## src/hw/rtl/button_hold_time_tracker_defines.svh

```systemverilog
// Assertion macros for the button hold time tracker RTL.
// Expects clk and rst_n in the scope of each use.
`ifndef BUTTON_HOLD_TIME_TRACKER_DEFINES_SVH
`define BUTTON_HOLD_TIME_TRACKER_DEFINES_SVH

// Same-cycle implication, checked outside reset
`define BHTT_ASSERT_IMP(lbl, ante, cons, msg) \
  lbl: assert property (@(posedge clk) disable iff (!rst_n) (ante) |-> (cons)) \
    else $error(msg);

// Next-cycle implication, checked outside reset
`define BHTT_ASSERT_NXT(lbl, ante, cons, msg) \
  lbl: assert property (@(posedge clk) disable iff (!rst_n) (ante) |=> (cons)) \
    else $error(msg);

`endif

```

## src/hw/rtl/bhtt_pkg.sv

```systemverilog
// Package for the button hold time tracker: widths, codes, types, counter step.
// No dependencies.
`default_nettype none

package bhtt_pkg;

  localparam int KEY_W        = 7;   // width of every key mask
  localparam int CNT_W        = 8;   // per-key frame counter width
  localparam int CFG_W        = 8;   // widest configuration register
  localparam int CFG_IDX_W    = 1;   // configuration register index width
  localparam int NUM_KEYS_DEF = 7;
  localparam int DIV_STEPS    = CNT_W;  // one remainder bit per cycle

  localparam logic [CNT_W-1:0] RELEASE_MARK = 8'hFF;
  localparam logic [CNT_W-1:0] FOLD_VALUE   = 8'd2;
  localparam logic [CNT_W-1:0] CNT_ONE      = 8'd1;
  localparam logic [CNT_W-1:0] CNT_ZERO     = 8'd0;

  localparam logic [CFG_W-1:0] HOLD_TARGET_RST   = 8'd1;
  localparam logic [CFG_W-1:0] REPEAT_PERIOD_RST = 8'd0;

  typedef enum logic [CFG_IDX_W-1:0] {
    CFG_HOLD_TARGET   = 1'b0,
    CFG_REPEAT_PERIOD = 1'b1
  } cfg_reg_t;

  typedef enum logic [1:0] {
    ST_IDLE,
    ST_RUN,
    ST_DONE
  } seq_state_t;

  // Sequencer to lanes
  typedef struct packed {
    logic start;  // transaction accepted: advance the counter
    logic step;   // one remainder iteration
  } lane_ctl_t;

  // Lane to merge
  typedef struct packed {
    logic press;
    logic rel;
    logic held;
    logic rep;
  } lane_flag_t;

  // Counter update for one frame
  function automatic logic [CNT_W-1:0] advance_counter(input logic [CNT_W-1:0] c,
                                                       input logic down);
    logic [CNT_W-1:0] n;
    n = c + CNT_ONE;
    if (down) begin
      return (n == RELEASE_MARK) ? FOLD_VALUE : n;
    end
    if (c == CNT_ZERO || c == RELEASE_MARK) begin
      return CNT_ZERO;
    end
    return RELEASE_MARK;
  endfunction

endpackage

`default_nettype wire

```

## src/hw/rtl/bhtt_in_if.sv

```systemverilog
// Input channel of the button hold time tracker: valid/ready plus the key masks.
// Depends on bhtt_pkg.
`default_nettype none

interface bhtt_in_if;
  logic                         valid;
  logic                         ready;
  logic [bhtt_pkg::KEY_W-1:0]   key_mask;
  logic [bhtt_pkg::KEY_W-1:0]   consume_release_mask;

  modport source (output valid, output key_mask, output consume_release_mask,
                  input ready);
  modport sink   (input valid, input key_mask, input consume_release_mask,
                  output ready);
endinterface

`default_nettype wire

```

## src/hw/rtl/bhtt_out_if.sv

```systemverilog
// Result channel of the button hold time tracker: valid/ready plus event masks.
// Depends on bhtt_pkg.
`default_nettype none

interface bhtt_out_if;
  logic                         valid;
  logic                         ready;
  logic [bhtt_pkg::KEY_W-1:0]   first_press_mask;
  logic [bhtt_pkg::KEY_W-1:0]   release_event_mask;
  logic [bhtt_pkg::KEY_W-1:0]   held_target_mask;
  logic [bhtt_pkg::KEY_W-1:0]   repeat_mask;
  logic [bhtt_pkg::KEY_W-1:0]   level_still_held_mask;
  logic [bhtt_pkg::KEY_W-1:0]   level_released_mask;

  modport source (output valid, output first_press_mask, output release_event_mask,
                  output held_target_mask, output repeat_mask,
                  output level_still_held_mask, output level_released_mask,
                  input ready);
  modport sink   (input valid, input first_press_mask, input release_event_mask,
                  input held_target_mask, input repeat_mask,
                  input level_still_held_mask, input level_released_mask,
                  output ready);
endinterface

`default_nettype wire

```

## src/hw/rtl/bhtt_lane.sv

```systemverilog
// One key lane: frame counter, event compares and a bit-serial remainder unit.
// Depends on bhtt_pkg.
`default_nettype none

module bhtt_lane (
  input  wire logic                            clk,
  input  wire logic                            rst_n,
  input  wire bhtt_pkg::lane_ctl_t             ctl,
  input  wire logic                            key_down,
  input  wire logic                            consume,
  input  wire logic [bhtt_pkg::CFG_W-1:0]      hold_target,
  input  wire logic [bhtt_pkg::CFG_W-1:0]      repeat_period,
  output bhtt_pkg::lane_flag_t                 flags
);

  localparam int CW = bhtt_pkg::CNT_W;

  logic [CW-1:0] counter_r, counter_nxt;
  logic [CW-1:0] c_new;
  logic [CW-1:0] div_r, div_nxt;
  logic [CW-1:0] rem_r, rem_nxt;
  logic          press_r, rel_r, held_r, zero_r;
  logic [CW:0]   rem_sh;
  logic [CW:0]   target;

  // Counter value after this frame, consume applied once the flags are taken
  always_comb begin
    c_new       = bhtt_pkg::advance_counter(counter_r, key_down);
    counter_nxt = (consume && c_new == bhtt_pkg::RELEASE_MARK) ? bhtt_pkg::CNT_ZERO
                                                               : c_new;
    target      = {1'b0, hold_target} + {{CW{1'b0}}, 1'b1};
  end

  // Restoring remainder step: shift in one dividend bit, subtract if it fits
  always_comb begin
    rem_sh  = {rem_r, div_r[CW-1]};
    div_nxt = {div_r[CW-2:0], 1'b0};
    if (rem_sh >= {1'b0, repeat_period}) begin
      rem_nxt = CW'(rem_sh - {1'b0, repeat_period});
    end else begin
      rem_nxt = rem_sh[CW-1:0];
    end
  end

  always_ff @(posedge clk) begin
    if (!rst_n) begin
      counter_r <= bhtt_pkg::CNT_ZERO;
    end else if (ctl.start) begin
      counter_r <= counter_nxt;
    end
  end

  // Per-frame flags and divider operands
  always_ff @(posedge clk) begin
    if (ctl.start) begin
      press_r <= (c_new == bhtt_pkg::CNT_ONE);
      rel_r   <= (c_new == bhtt_pkg::RELEASE_MARK);
      held_r  <= ({1'b0, c_new} == target);
      zero_r  <= (c_new == bhtt_pkg::CNT_ZERO);
      div_r   <= c_new;
      rem_r   <= bhtt_pkg::CNT_ZERO;
    end else if (ctl.step) begin
      div_r   <= div_nxt;
      rem_r   <= rem_nxt;
    end
  end

  // Repeat: every held frame for period 0 or 1, else remainder of one
  always_comb begin
    flags.press = press_r;
    flags.rel   = rel_r;
    flags.held  = held_r;
    if (repeat_period <= bhtt_pkg::CFG_W'(1)) begin
      flags.rep = !rel_r && !zero_r;
    end else begin
      flags.rep = !rel_r && (rem_r == bhtt_pkg::CNT_ONE);
    end
  end

endmodule

`default_nettype wire

```

## src/hw/rtl/bhtt_merge.sv

```systemverilog
// Merge stage: gathers lane flags into masks, level masks, output register.
// Depends on bhtt_pkg and bhtt_out_if.
`default_nettype none

module bhtt_merge #(
  parameter int LANES = bhtt_pkg::NUM_KEYS_DEF
) (
  input  wire logic                          clk,
  input  wire logic                          rst_n,
  input  wire logic                          start,
  input  wire logic                          load,
  input  wire logic [bhtt_pkg::KEY_W-1:0]    key_mask,
  input  wire bhtt_pkg::lane_flag_t          flags [LANES],
  bhtt_out_if.source                         out_chan
);

  localparam int KW = bhtt_pkg::KEY_W;

  logic [KW-1:0] prev_key_r;
  logic [KW-1:0] still_r, released_r;
  logic [KW-1:0] press_m, rel_m, held_m, rep_m;
  logic          valid_r, valid_nxt;
  logic [KW-1:0] press_r, rel_r, held_r, rep_r, out_still_r, out_rel_lvl_r;

  // Lane flags to masks; keys without a lane stay clear
  for (genvar k = 0; k < KW; k++) begin : g_bits
    if (k < LANES) begin : g_lane
      assign press_m[k] = flags[k].press;
      assign rel_m[k]   = flags[k].rel;
      assign held_m[k]  = flags[k].held;
      assign rep_m[k]   = flags[k].rep;
    end else begin : g_none
      assign press_m[k] = 1'b0;
      assign rel_m[k]   = 1'b0;
      assign held_m[k]  = 1'b0;
      assign rep_m[k]   = 1'b0;
    end
  end

  // Level masks against the previous frame
  always_ff @(posedge clk) begin
    if (!rst_n) begin
      prev_key_r <= '0;
    end else if (start) begin
      prev_key_r <= key_mask;
    end
  end

  always_ff @(posedge clk) begin
    if (start) begin
      still_r    <= key_mask & prev_key_r;
      released_r <= ~key_mask & prev_key_r;
    end
  end

  // Output register
  assign valid_nxt = load || (valid_r && !out_chan.ready);

  always_ff @(posedge clk) begin
    if (!rst_n) begin
      valid_r <= 1'b0;
    end else begin
      valid_r <= valid_nxt;
    end
  end

  always_ff @(posedge clk) begin
    if (load) begin
      press_r       <= press_m;
      rel_r         <= rel_m;
      held_r        <= held_m;
      rep_r         <= rep_m;
      out_still_r   <= still_r;
      out_rel_lvl_r <= released_r;
    end
  end

  assign out_chan.valid                 = valid_r;
  assign out_chan.first_press_mask      = press_r;
  assign out_chan.release_event_mask    = rel_r;
  assign out_chan.held_target_mask      = held_r;
  assign out_chan.repeat_mask           = rep_r;
  assign out_chan.level_still_held_mask = out_still_r;
  assign out_chan.level_released_mask   = out_rel_lvl_r;

endmodule

`default_nettype wire

```

## src/hw/rtl/button_hold_time_tracker.sv

```systemverilog
// Top level of the button hold time tracker: config registers, sequencer, lanes.
// Depends on bhtt_pkg, bhtt_in_if, bhtt_out_if, bhtt_lane, bhtt_merge.
//
//   channel   direction  handshake       payload
//   in_chan   sink       valid/ready     key_mask, consume_release_mask
//   out_chan  source     valid/ready     six 7-bit event and level masks
//   cfg_*     write      cfg_we          cfg_index selects, cfg_wdata 8 bits
//
// A transaction passes through the accept, the bit-serial remainder loop in every
// lane (one counter bit per cycle) and then the merge cycle.
// A new transaction is taken while the previous result still waits in the
// output register; the merge cycle waits for that register to drain.
// rst_n is synchronous, active low; counters, previous mask and config reset.
`default_nettype none
`include "button_hold_time_tracker_defines.svh"

module button_hold_time_tracker #(
  parameter int NUM_KEYS = bhtt_pkg::NUM_KEYS_DEF
) (
  input  wire logic                              clk,
  input  wire logic                              rst_n,
  bhtt_in_if.sink                                in_chan,
  bhtt_out_if.source                             out_chan,
  input  wire logic                              cfg_we,
  input  wire logic [bhtt_pkg::CFG_IDX_W-1:0]    cfg_index,
  input  wire logic [bhtt_pkg::CFG_W-1:0]        cfg_wdata
);

  // Keys past the mask width are always up and never reported: no lane.
  localparam int LANES  = (NUM_KEYS < bhtt_pkg::KEY_W) ? NUM_KEYS : bhtt_pkg::KEY_W;
  localparam int STEP_W = $clog2(bhtt_pkg::DIV_STEPS);
  localparam logic [STEP_W-1:0] STEP_LAST = STEP_W'(bhtt_pkg::DIV_STEPS - 1);

  bhtt_pkg::seq_state_t      state_r, state_nxt;
  logic [STEP_W-1:0]         step_r;
  logic [bhtt_pkg::CFG_W-1:0] hold_target_r, repeat_period_r;
  logic                      accept, step_last, out_free, load;
  bhtt_pkg::lane_ctl_t       lane_ctl;
  bhtt_pkg::lane_flag_t      flags [LANES];

  // Configuration writes
  always_ff @(posedge clk) begin
    if (!rst_n) begin
      hold_target_r   <= bhtt_pkg::HOLD_TARGET_RST;
      repeat_period_r <= bhtt_pkg::REPEAT_PERIOD_RST;
    end else if (cfg_we) begin
      unique case (bhtt_pkg::cfg_reg_t'(cfg_index))
        bhtt_pkg::CFG_HOLD_TARGET:   hold_target_r   <= cfg_wdata;
        bhtt_pkg::CFG_REPEAT_PERIOD: repeat_period_r <= cfg_wdata;
        default: ;
      endcase
    end
  end

  assign accept    = in_chan.valid && in_chan.ready;
  assign step_last = (step_r == STEP_LAST);
  assign out_free  = !out_chan.valid || out_chan.ready;

  // Sequencer: next state
  always_comb begin
    state_nxt = state_r;
    unique case (state_r)
      bhtt_pkg::ST_IDLE: if (accept) state_nxt = bhtt_pkg::ST_RUN;
      bhtt_pkg::ST_RUN:  if (step_last) state_nxt = bhtt_pkg::ST_DONE;
      bhtt_pkg::ST_DONE: if (out_free) state_nxt = bhtt_pkg::ST_IDLE;
      default:           state_nxt = bhtt_pkg::ST_IDLE;
    endcase
  end

  // Sequencer: outputs
  always_comb begin
    in_chan.ready  = (state_r == bhtt_pkg::ST_IDLE);
    lane_ctl.start = in_chan.valid && (state_r == bhtt_pkg::ST_IDLE);
    lane_ctl.step  = (state_r == bhtt_pkg::ST_RUN);
    load           = (state_r == bhtt_pkg::ST_DONE) && out_free;
  end

  always_ff @(posedge clk) begin
    if (!rst_n) begin
      state_r <= bhtt_pkg::ST_IDLE;
      step_r  <= '0;
    end else begin
      state_r <= state_nxt;
      step_r  <= (state_r == bhtt_pkg::ST_RUN) ? step_r + STEP_W'(1) : '0;
    end
  end

  // Key lanes
  for (genvar k = 0; k < LANES; k++) begin : g_lane
    bhtt_lane u_lane (
      .clk           (clk),
      .rst_n         (rst_n),
      .ctl           (lane_ctl),
      .key_down      (in_chan.key_mask[k]),
      .consume       (in_chan.consume_release_mask[k]),
      .hold_target   (hold_target_r),
      .repeat_period (repeat_period_r),
      .flags         (flags[k])
    );
  end

  bhtt_merge #(
    .LANES (LANES)
  ) u_merge (
    .clk      (clk),
    .rst_n    (rst_n),
    .start    (lane_ctl.start),
    .load     (load),
    .key_mask (in_chan.key_mask),
    .flags    (flags),
    .out_chan (out_chan)
  );

  // Accepted transaction starts the remainder loop
  `BHTT_ASSERT_NXT(a_accept_runs, accept, state_r == bhtt_pkg::ST_RUN, "accept did not start run")
  // Loop ends after its last step
  `BHTT_ASSERT_NXT(a_run_ends, (state_r == bhtt_pkg::ST_RUN) && step_last, state_r == bhtt_pkg::ST_DONE, "run overran")
  // A new result only appears out of the merge cycle
  `BHTT_ASSERT_IMP(a_result_src, $rose(out_chan.valid), $past(state_r == bhtt_pkg::ST_DONE), "result without merge")

endmodule

`default_nettype wire

```

## src/flat_wrapper.sv

```systemverilog
// flat-port wrapper written by rule: the top's interface ports become plain ports
module button_hold_time_tracker_flat 
#(
  parameter int NUM_KEYS = bhtt_pkg::NUM_KEYS_DEF
)
  (clk, rst_n, cfg_we, cfg_index, cfg_wdata, in_chan_valid, in_chan_key_mask, in_chan_consume_release_mask, in_chan_ready, out_chan_valid, out_chan_first_press_mask, out_chan_release_event_mask, out_chan_held_target_mask, out_chan_repeat_mask, out_chan_level_still_held_mask, out_chan_level_released_mask, out_chan_ready);
  bhtt_in_if in_chan_i ();
  bhtt_out_if out_chan_i ();
  input  wire logic clk;
  input  wire logic rst_n;
  input  wire logic cfg_we;
  input  wire logic [bhtt_pkg::CFG_IDX_W-1:0] cfg_index;
  input  wire logic [bhtt_pkg::CFG_W-1:0] cfg_wdata;
  input wire logic [$bits(in_chan_i.valid)-1:0] in_chan_valid;
  input wire logic [$bits(in_chan_i.key_mask)-1:0] in_chan_key_mask;
  input wire logic [$bits(in_chan_i.consume_release_mask)-1:0] in_chan_consume_release_mask;
  output wire logic [$bits(in_chan_i.ready)-1:0] in_chan_ready;
  output wire logic [$bits(out_chan_i.valid)-1:0] out_chan_valid;
  output wire logic [$bits(out_chan_i.first_press_mask)-1:0] out_chan_first_press_mask;
  output wire logic [$bits(out_chan_i.release_event_mask)-1:0] out_chan_release_event_mask;
  output wire logic [$bits(out_chan_i.held_target_mask)-1:0] out_chan_held_target_mask;
  output wire logic [$bits(out_chan_i.repeat_mask)-1:0] out_chan_repeat_mask;
  output wire logic [$bits(out_chan_i.level_still_held_mask)-1:0] out_chan_level_still_held_mask;
  output wire logic [$bits(out_chan_i.level_released_mask)-1:0] out_chan_level_released_mask;
  input wire logic [$bits(out_chan_i.ready)-1:0] out_chan_ready;
  assign in_chan_i.valid = in_chan_valid;
  assign in_chan_i.key_mask = in_chan_key_mask;
  assign in_chan_i.consume_release_mask = in_chan_consume_release_mask;
  assign in_chan_ready = in_chan_i.ready;
  assign out_chan_valid = out_chan_i.valid;
  assign out_chan_first_press_mask = out_chan_i.first_press_mask;
  assign out_chan_release_event_mask = out_chan_i.release_event_mask;
  assign out_chan_held_target_mask = out_chan_i.held_target_mask;
  assign out_chan_repeat_mask = out_chan_i.repeat_mask;
  assign out_chan_level_still_held_mask = out_chan_i.level_still_held_mask;
  assign out_chan_level_released_mask = out_chan_i.level_released_mask;
  assign out_chan_i.ready = out_chan_ready;
  button_hold_time_tracker #(.NUM_KEYS(NUM_KEYS)) u_core (.clk(clk), .rst_n(rst_n), .in_chan(in_chan_i), .out_chan(out_chan_i), .cfg_we(cfg_we), .cfg_index(cfg_index), .cfg_wdata(cfg_wdata));
endmodule
```

## config.mk

```make
export PLATFORM = sky130hd
export DESIGN_NAME = button_hold_time_tracker_flat
export DESIGN_NICKNAME = d
export VERILOG_FILES = /design/src/hw/rtl/bhtt_pkg.sv /design/src/hw/rtl/bhtt_in_if.sv /design/src/hw/rtl/bhtt_out_if.sv /design/src/hw/rtl/bhtt_lane.sv /design/src/hw/rtl/bhtt_merge.sv /design/src/hw/rtl/button_hold_time_tracker.sv /design/src/flat_wrapper.sv
export VERILOG_INCLUDE_DIRS = /design/src /design/src/hw/rtl
export SDC_FILE = /design/constraint.sdc
export NUM_CORES = 1
export LEC_CHECK = 0
export ABC_AREA = 1
export ABC_CLOCK_PERIOD_IN_PS = 6800
export BUFFER_PORTS_ARGS = -buffer_cell sky130_fd_sc_hd__buf_4
export CORE_AREA = 2 2 219 221
export CTS_CLUSTER_SIZE = 28
export DETAILED_ROUTE_END_ITERATION = 10
export DIE_AREA = 0 0 221 223
export GPL_ROUTABILITY_DRIVEN = 1
export PLACE_DENSITY = 0.55
export RECOVER_POWER = 100
export SLEW_MARGIN = 20
export SYNTH_ARGS = -nofsm -noshare
export SYNTH_HDL_FRONTEND = slang
export SYNTH_SLANG_ARGS = --single-unit
```

## constraint.sdc

```tcl
create_clock -name clk -period 6.8 [get_ports clk]
set_input_delay 0.34 -clock clk [delete_from_list [all_inputs] [get_ports clk]]
set_output_delay 0.34 -clock clk [all_outputs]
set_load 0.005 [all_outputs]
```

## After elaboration in Yosys (flattened, before gate mapping)

Cells that the tools add are included.

- Output and inout port bits: 44
- Bits in latches: 0
- Memory bits (read-only): 0
- Memories: 0
- Input bits: 28
- Register bits after elaboration: 281
- Bits in writable memories: 0

- Div/mod/pow operators: 0
- $add $sub $neg: 16
- Order comparisons: 8
- $mul: 0
- Multiplexer cells: 95
- Shifts and indexed selects: 0
- Reduce and logical (&&, ||, !) cells: 69
- Eq/ne operators: 48
- Bitwise logic cells: 4

Operators by type and width:

| cell | number |
|---|---|
| 2-to-1 mux 8 bit | 63 |
| == test 8 bit (second input constant) | 21 |
| == test 8 x 1 -> 1 bit (second input constant) | 14 |
| zero test 8 bit | 14 |
| == test 8 x 9 -> 1 bit | 7 |
| >= comparator 9 x 8 -> 1 bit | 7 |
| adder 8 x 1 -> 8 bit (second input constant) | 7 |
| subtractor 8 bit | 7 |
| 2-to-1 mux 1 bit | 28 |
| logical AND 1 bit | 24 |
| zero test 1 bit | 16 |
| AND 7 bit | 2 |
| adder 8 x 1 -> 9 bit (second input constant) | 1 |
| logical OR 1 bit | 9 |
| <= comparator 8 x 1 -> 1 bit (second input constant) | 1 |
| NOT 7 bit | 1 |
| 2-to-1 mux 2 bit | 3 |
| one-hot mux 2 bit (3 select lines) | 1 |
| AND reduction 2 bit | 3 |
| != test 2 x 1 -> 1 bit (second input constant) | 2 |
| adder 3 x 1 -> 3 bit (second input constant) | 1 |
| == test 3 bit (second input constant) | 1 |
| AND reduction 3 bit | 1 |
| == test 2 x 1 -> 1 bit (second input constant) | 1 |
| other kinds (5) | 5 |

## Logic depth before layout (Yosys ltp)

- Depth in word-level cells: 10
- Depth in mapped cells: 16
- Mapped depth without buffers: 16

## Cells and area by module

A second synthesis with hierarchy kept.

- Cells, all modules: 2436
- Area, all modules: 18262.5 sq um

Modules (own cells, without submodules):

| module | cells an instance | instances | area each (sq um) |
|---|---|---|---|
| bhtt_lane (u_core.g_lane[0].u_lane ...) | 317 | 6 | 2200.9 |
| bhtt_lane (u_core.g_lane[3].u_lane) | 314 | 1 | 2215.9 |
| bhtt_merge | 119 | 1 | 2058.2 |
| button_hold_time_tracker | 101 | 1 | 783.3 |

## Worst setup path before layout

No wires, ideal clock.

- Path type: flip-flop to flip-flop
- Start point: register u_core.state_r[0]
- End point: register u_core.g_lane[0].u_lane.div_r[0] (enable)
- Setup slack: 2.896 ns
- Cell stages (with the launch flop): 7
- Period minus slack after synthesis: 3.904 ns
- Data required time: 6.359 ns
- Arrival time: 3.462 ns
- Cell sequence: dfxtp_1 nor2_1 nand2_1 inv_1 nor2_1 inv_1 clkbuf_1

- Cells in the longest elaborated chain, start to end: 3

Ends and longest elaborated chain:

| what | line | RTL |
|---|---|---|
| start: declaration | button_hold_time_tracker.sv:34 | `bhtt_pkg::seq_state_t state_r, state_nxt;` |
| start signal: assignment | button_hold_time_tracker.sv:80 | `state_r <= bhtt_pkg::ST_IDLE;` |
| start signal: assignment | button_hold_time_tracker.sv:83 | `state_r <= state_nxt;` |
| zero test 2 bit | n/a |  |
| via in_chan_ready | flat_wrapper.sv:17 | `output wire logic [$bits(in_chan_i.ready)-1:0] in_chan_ready;` |
| logical AND 1 bit | n/a |  |
| via u_core.accept | button_hold_time_tracker.sv:37 | `logic accept, step_last, out_free, load;` |
| nonzero test 2 bit (no source line) | n/a |  |
| end signal: assignment | bhtt_lane.sv:60 | `div_r <= c_new;` |
| end signal: assignment | bhtt_lane.sv:63 | `div_r <= div_nxt;` |
| end: declaration | bhtt_lane.sv:20 | `logic [CW-1:0] div_r, div_nxt;` |

The timed path passes the listed nets, and every way through them passes these cells.
A chain may end at the register's enable or synchronous reset.

## Worst setup path in the final report

- Start point: register u_core.state_r[1]
- End point: register u_core.g_lane[6].u_lane.div_r[0] (enable)

- Cells in the longest elaborated chain, start to end: 3

Ends and longest elaborated chain:

| what | line | RTL |
|---|---|---|
| zero test 2 bit | button_hold_time_tracker.sv:73 | `lane_ctl.start = in_chan.valid && (state_r == bhtt_pkg::ST_IDLE);` |
| logical AND 1 bit | button_hold_time_tracker.sv:73 |  |
| nonzero test 2 bit (no source line) * | n/a |  |
| end signal: assignment | bhtt_lane.sv:60 |  |
| end signal: assignment | bhtt_lane.sv:63 |  |
| end: declaration | bhtt_lane.sv:20 |  |

Every way passes the cells marked *; elsewhere a longest branch is shown, timed or not.

==> run metrics <==
fin crit period around 4.7 ns; GRT Util Overall between 10% and 20%; CTS resizes 0; diode count 0; Slew @ Worst Pin approximately 2.8 ns; RSZ-0062 raised after global routing no; Iteration-0 DRC Markers slightly below 1000; first-pass GRT wire length around 70000 um; sequential share of power 35.4%; pin count of the biggest net entering global routing roughly 110; CTS Hold Bufs 0; NetSw ~2500 uW; Max H-tree Level 2; final setup vio count 0; area grow syn2layout 13.3%; Root Driver clkbuf_16; CP peak stage delay around 1.5 ns; worst-skew pair later-pin latency approximately 0.54 ns; Synth top area share 25.8%; period utilization slightly below 70%; clock transition at the registers of the reported paths approximately 0.060 ns; GRT overflow 0; layout cells sized above 1 7.15%; antenna violations before repair 0; final layout net count ~2300; top post-synthesis cells by count nand2_1 (655), inv_1 (212), nor2_1 (201); clock sinks about 280; GPL Wtd Cong between 0.8 and 0.9; hold path startpoint cfg_wdata[4]; buffers inserted by post-CTS timing repair 0; Worst Skew 0.0195 ns; HP Class in -> reg; die area 49300 um^2; cell internal pwr between 4000 and 5000 uW; CP startpoint kind register; Seq/Total Area, Yosys about 43%; Ports 72; number of I/O port buffers approximately 70; remaining antenna violation count after routing 0; Seq cells post-synth 281; DR WL/cell 15.1 um; Max clock buf depth 3; core box area roughly 47000 um^2; Net Sw Frac 37.6%; Die Width between 200 and 250 um; num rows 80; EDFF count, synth 140; CTS tree built; Final Max Slew Viols around 230; Critical Path Slowest Stage Cell clkbuf_1; Via Count 14200; vias in the first global route 13400; number of synthesis warnings 0; Setup Total Neg Slack 0 ns; count leader, synth nand2_1; DRT Wirelength around 43000 um; CP Capture Type register; P_leak approximately 0.008 uW; Chip Height roughly 220 um; critical path class reg -> reg; VDD IR-drop max 0.238 mV; Hold Vio Cnt, Final 0; Relative slew margins -89.2%; pwr/cell area 362 nW/um^2; Inserted Clock Buffers 35; DRC violations left 0; Clock Power Share around 29%; MaxCap Viol Count 4; failing checks capacitance limit, slew limit; Yosys top cell by area edfxtp_1; Hold WS about 0.083 ns; drt via density roughly 5.0; WP data required about 7 ns; library cells used by synthesis between 40 and 50; starting density of the core 34.6%; Syn Nets about 2300; 1st-pass router iterations 5; worst path cell trace inv_1 -> nand2_1 -> clkbuf_1 -> clkinv_1 -> nor2_2 -> inv_2 -> buf_4; Worst setup startpoint u_core.state_r[1]$_SDFFE_PN0P_; CP max FO 42; R2R Path Start u_core.state_r[1]$_SDFFE_PN0P_; logic gate share of total power a little over a third; Post-Syn Instances approximately 2200; Post-synth top flop dfxtp_1; Synth Area per Inst about 7.5 um^2; ys async rst share 0%; largest cells by area after synthesis edfxtp_1 (26%), dfxtp_1 (17%), nand2_1 (15%), ha_1 (6.1%), a21oi_1 (5.2%); DP Wirelength roughly 30000 um; fmax approximately 210 MHz; status complete, but fails checks; Crit path arrival time between 4 and 5 ns; Netlist Area Pre-Place 16300 um^2
-- placed cells by master (no fill, tap or decap), types with 9 or more instances in the layout --
cell type,netlist,final
o21ai_0,140,147
edfxtp_1,140,140
clkbuf_1,44,19
nor3_1,25,25
clkbuf_4,0,37
nand4_1,31,31
a21oi_1,168,168
nor2_1,201,202
clkbuf_16,0,38
nor4_1,22,23
buf_4,4,30
nand2_2,24,12
nand3_1,73,76
o21bai_1,14,14
xor2_1,53,52
nor2_2,10,9
nand2_1,655,667
inv_1,212,210
o22ai_1,10,10
o21ai_1,25,18
ha_1,80,80
dfxtp_1,141,141
-- power by group through the flow --
stage / sequential (uW) / combinational [uW] / clock (uW)
floorplan: 2320 / 1940 / 0
global placement: 2390 / 2340 / 0
detailed placement: 2400 / 2390 / 0
CTS: 2370 / 2400 / 1970
global route: 2410 / 2780 / 2030
finish: 2370 / 2400 / 1910
-- final cells by class --
| type | instances | area (um^2) |
|---|---|---|
| sequential | 281 | 7030 |
| inverter | 219 | 822 |
| multi-input combinational | 1595 | 8110 |
| timing repair buffer | 81 | 557 |
| fill | 4830 | 28700 |
| clock inverter | 12 | 134 |
| clock buffer | 50 | 1060 |
| tap | 615 | 769 |
-- final timing paths --
kind | to | slack [ns] | cells past startpoint
worst max register to register | u_core.g_lane[6].u_lane.div_r[0]$_SDFFCE_PN0P_ | 2.12 | 7
worst min-delay path | u_core.hold_target_r[4]$_SDFFE_PN0P_ | 0.08 | 3
worst min register to register | u_core.u_merge.out_chan.level_still_held_mask[4]$_DFFE_PP_ | 0.41 | 0
worst max-delay path | u_core.g_lane[6].u_lane.div_r[0]$_SDFFCE_PN0P_ | 2.12 | 7
-- critical path: cells and delay by family, from the launching register on --
| kind | cells | cell delay (ns) |
|---|---|---|
| buf+inv | 5 | 3.53 |
| flops | 1 | 0.35 |
| simple gates | 2 | 0.42 |
-- cell families (layout without fill, tap and decap cells) --
family,Yosys count,after routing,share of synthesized area (%)
buf+inv,289,362,6.91
fa+ha+maj,87,87,7.00
flops,281,281,43.1
compound gates,384,384,12.5
xor+xnor,60,60,3.22
simple gates,1064,1064,27.2
-- stage by stage --
step           setup slack [ns]  util (%)  area [um^2]  instances  total power, uW
2_1_floorplan              2.90         -        16300       2165             4260
3_3_place_gp               3.74      36.9        17400       2791             4740
3_5_place_dp               3.71      36.9        17400       2791             4780
4_1_cts                    3.71      39.4        18600       2853             6740
5_1_grt                    1.67      39.2        18500       2853             7220
6_report                   2.12      39.2        18500       2853             6690
-- registers in the layout, indices dropped and copies added (netlist names), 8 cells and up --
name / flops
u_core.hold_target_r: 8
u_core.g_lane.u_lane.rem_r: 56
u_core.g_lane.u_lane.div_r: 56
u_core.g_lane.u_lane.counter_r: 56
u_core.repeat_period_r: 8
-- metal layers --
metal  vias up  share of wire, %  global-route usage (%)
li1       7242                 -                       -
met1      6585                47                    23.6
met2       309                45                    28.3
met3        66               5.6                    3.38
met4         0               2.4                    5.02
met5         -                 0                       0
(Power assumes the default switching activity.)
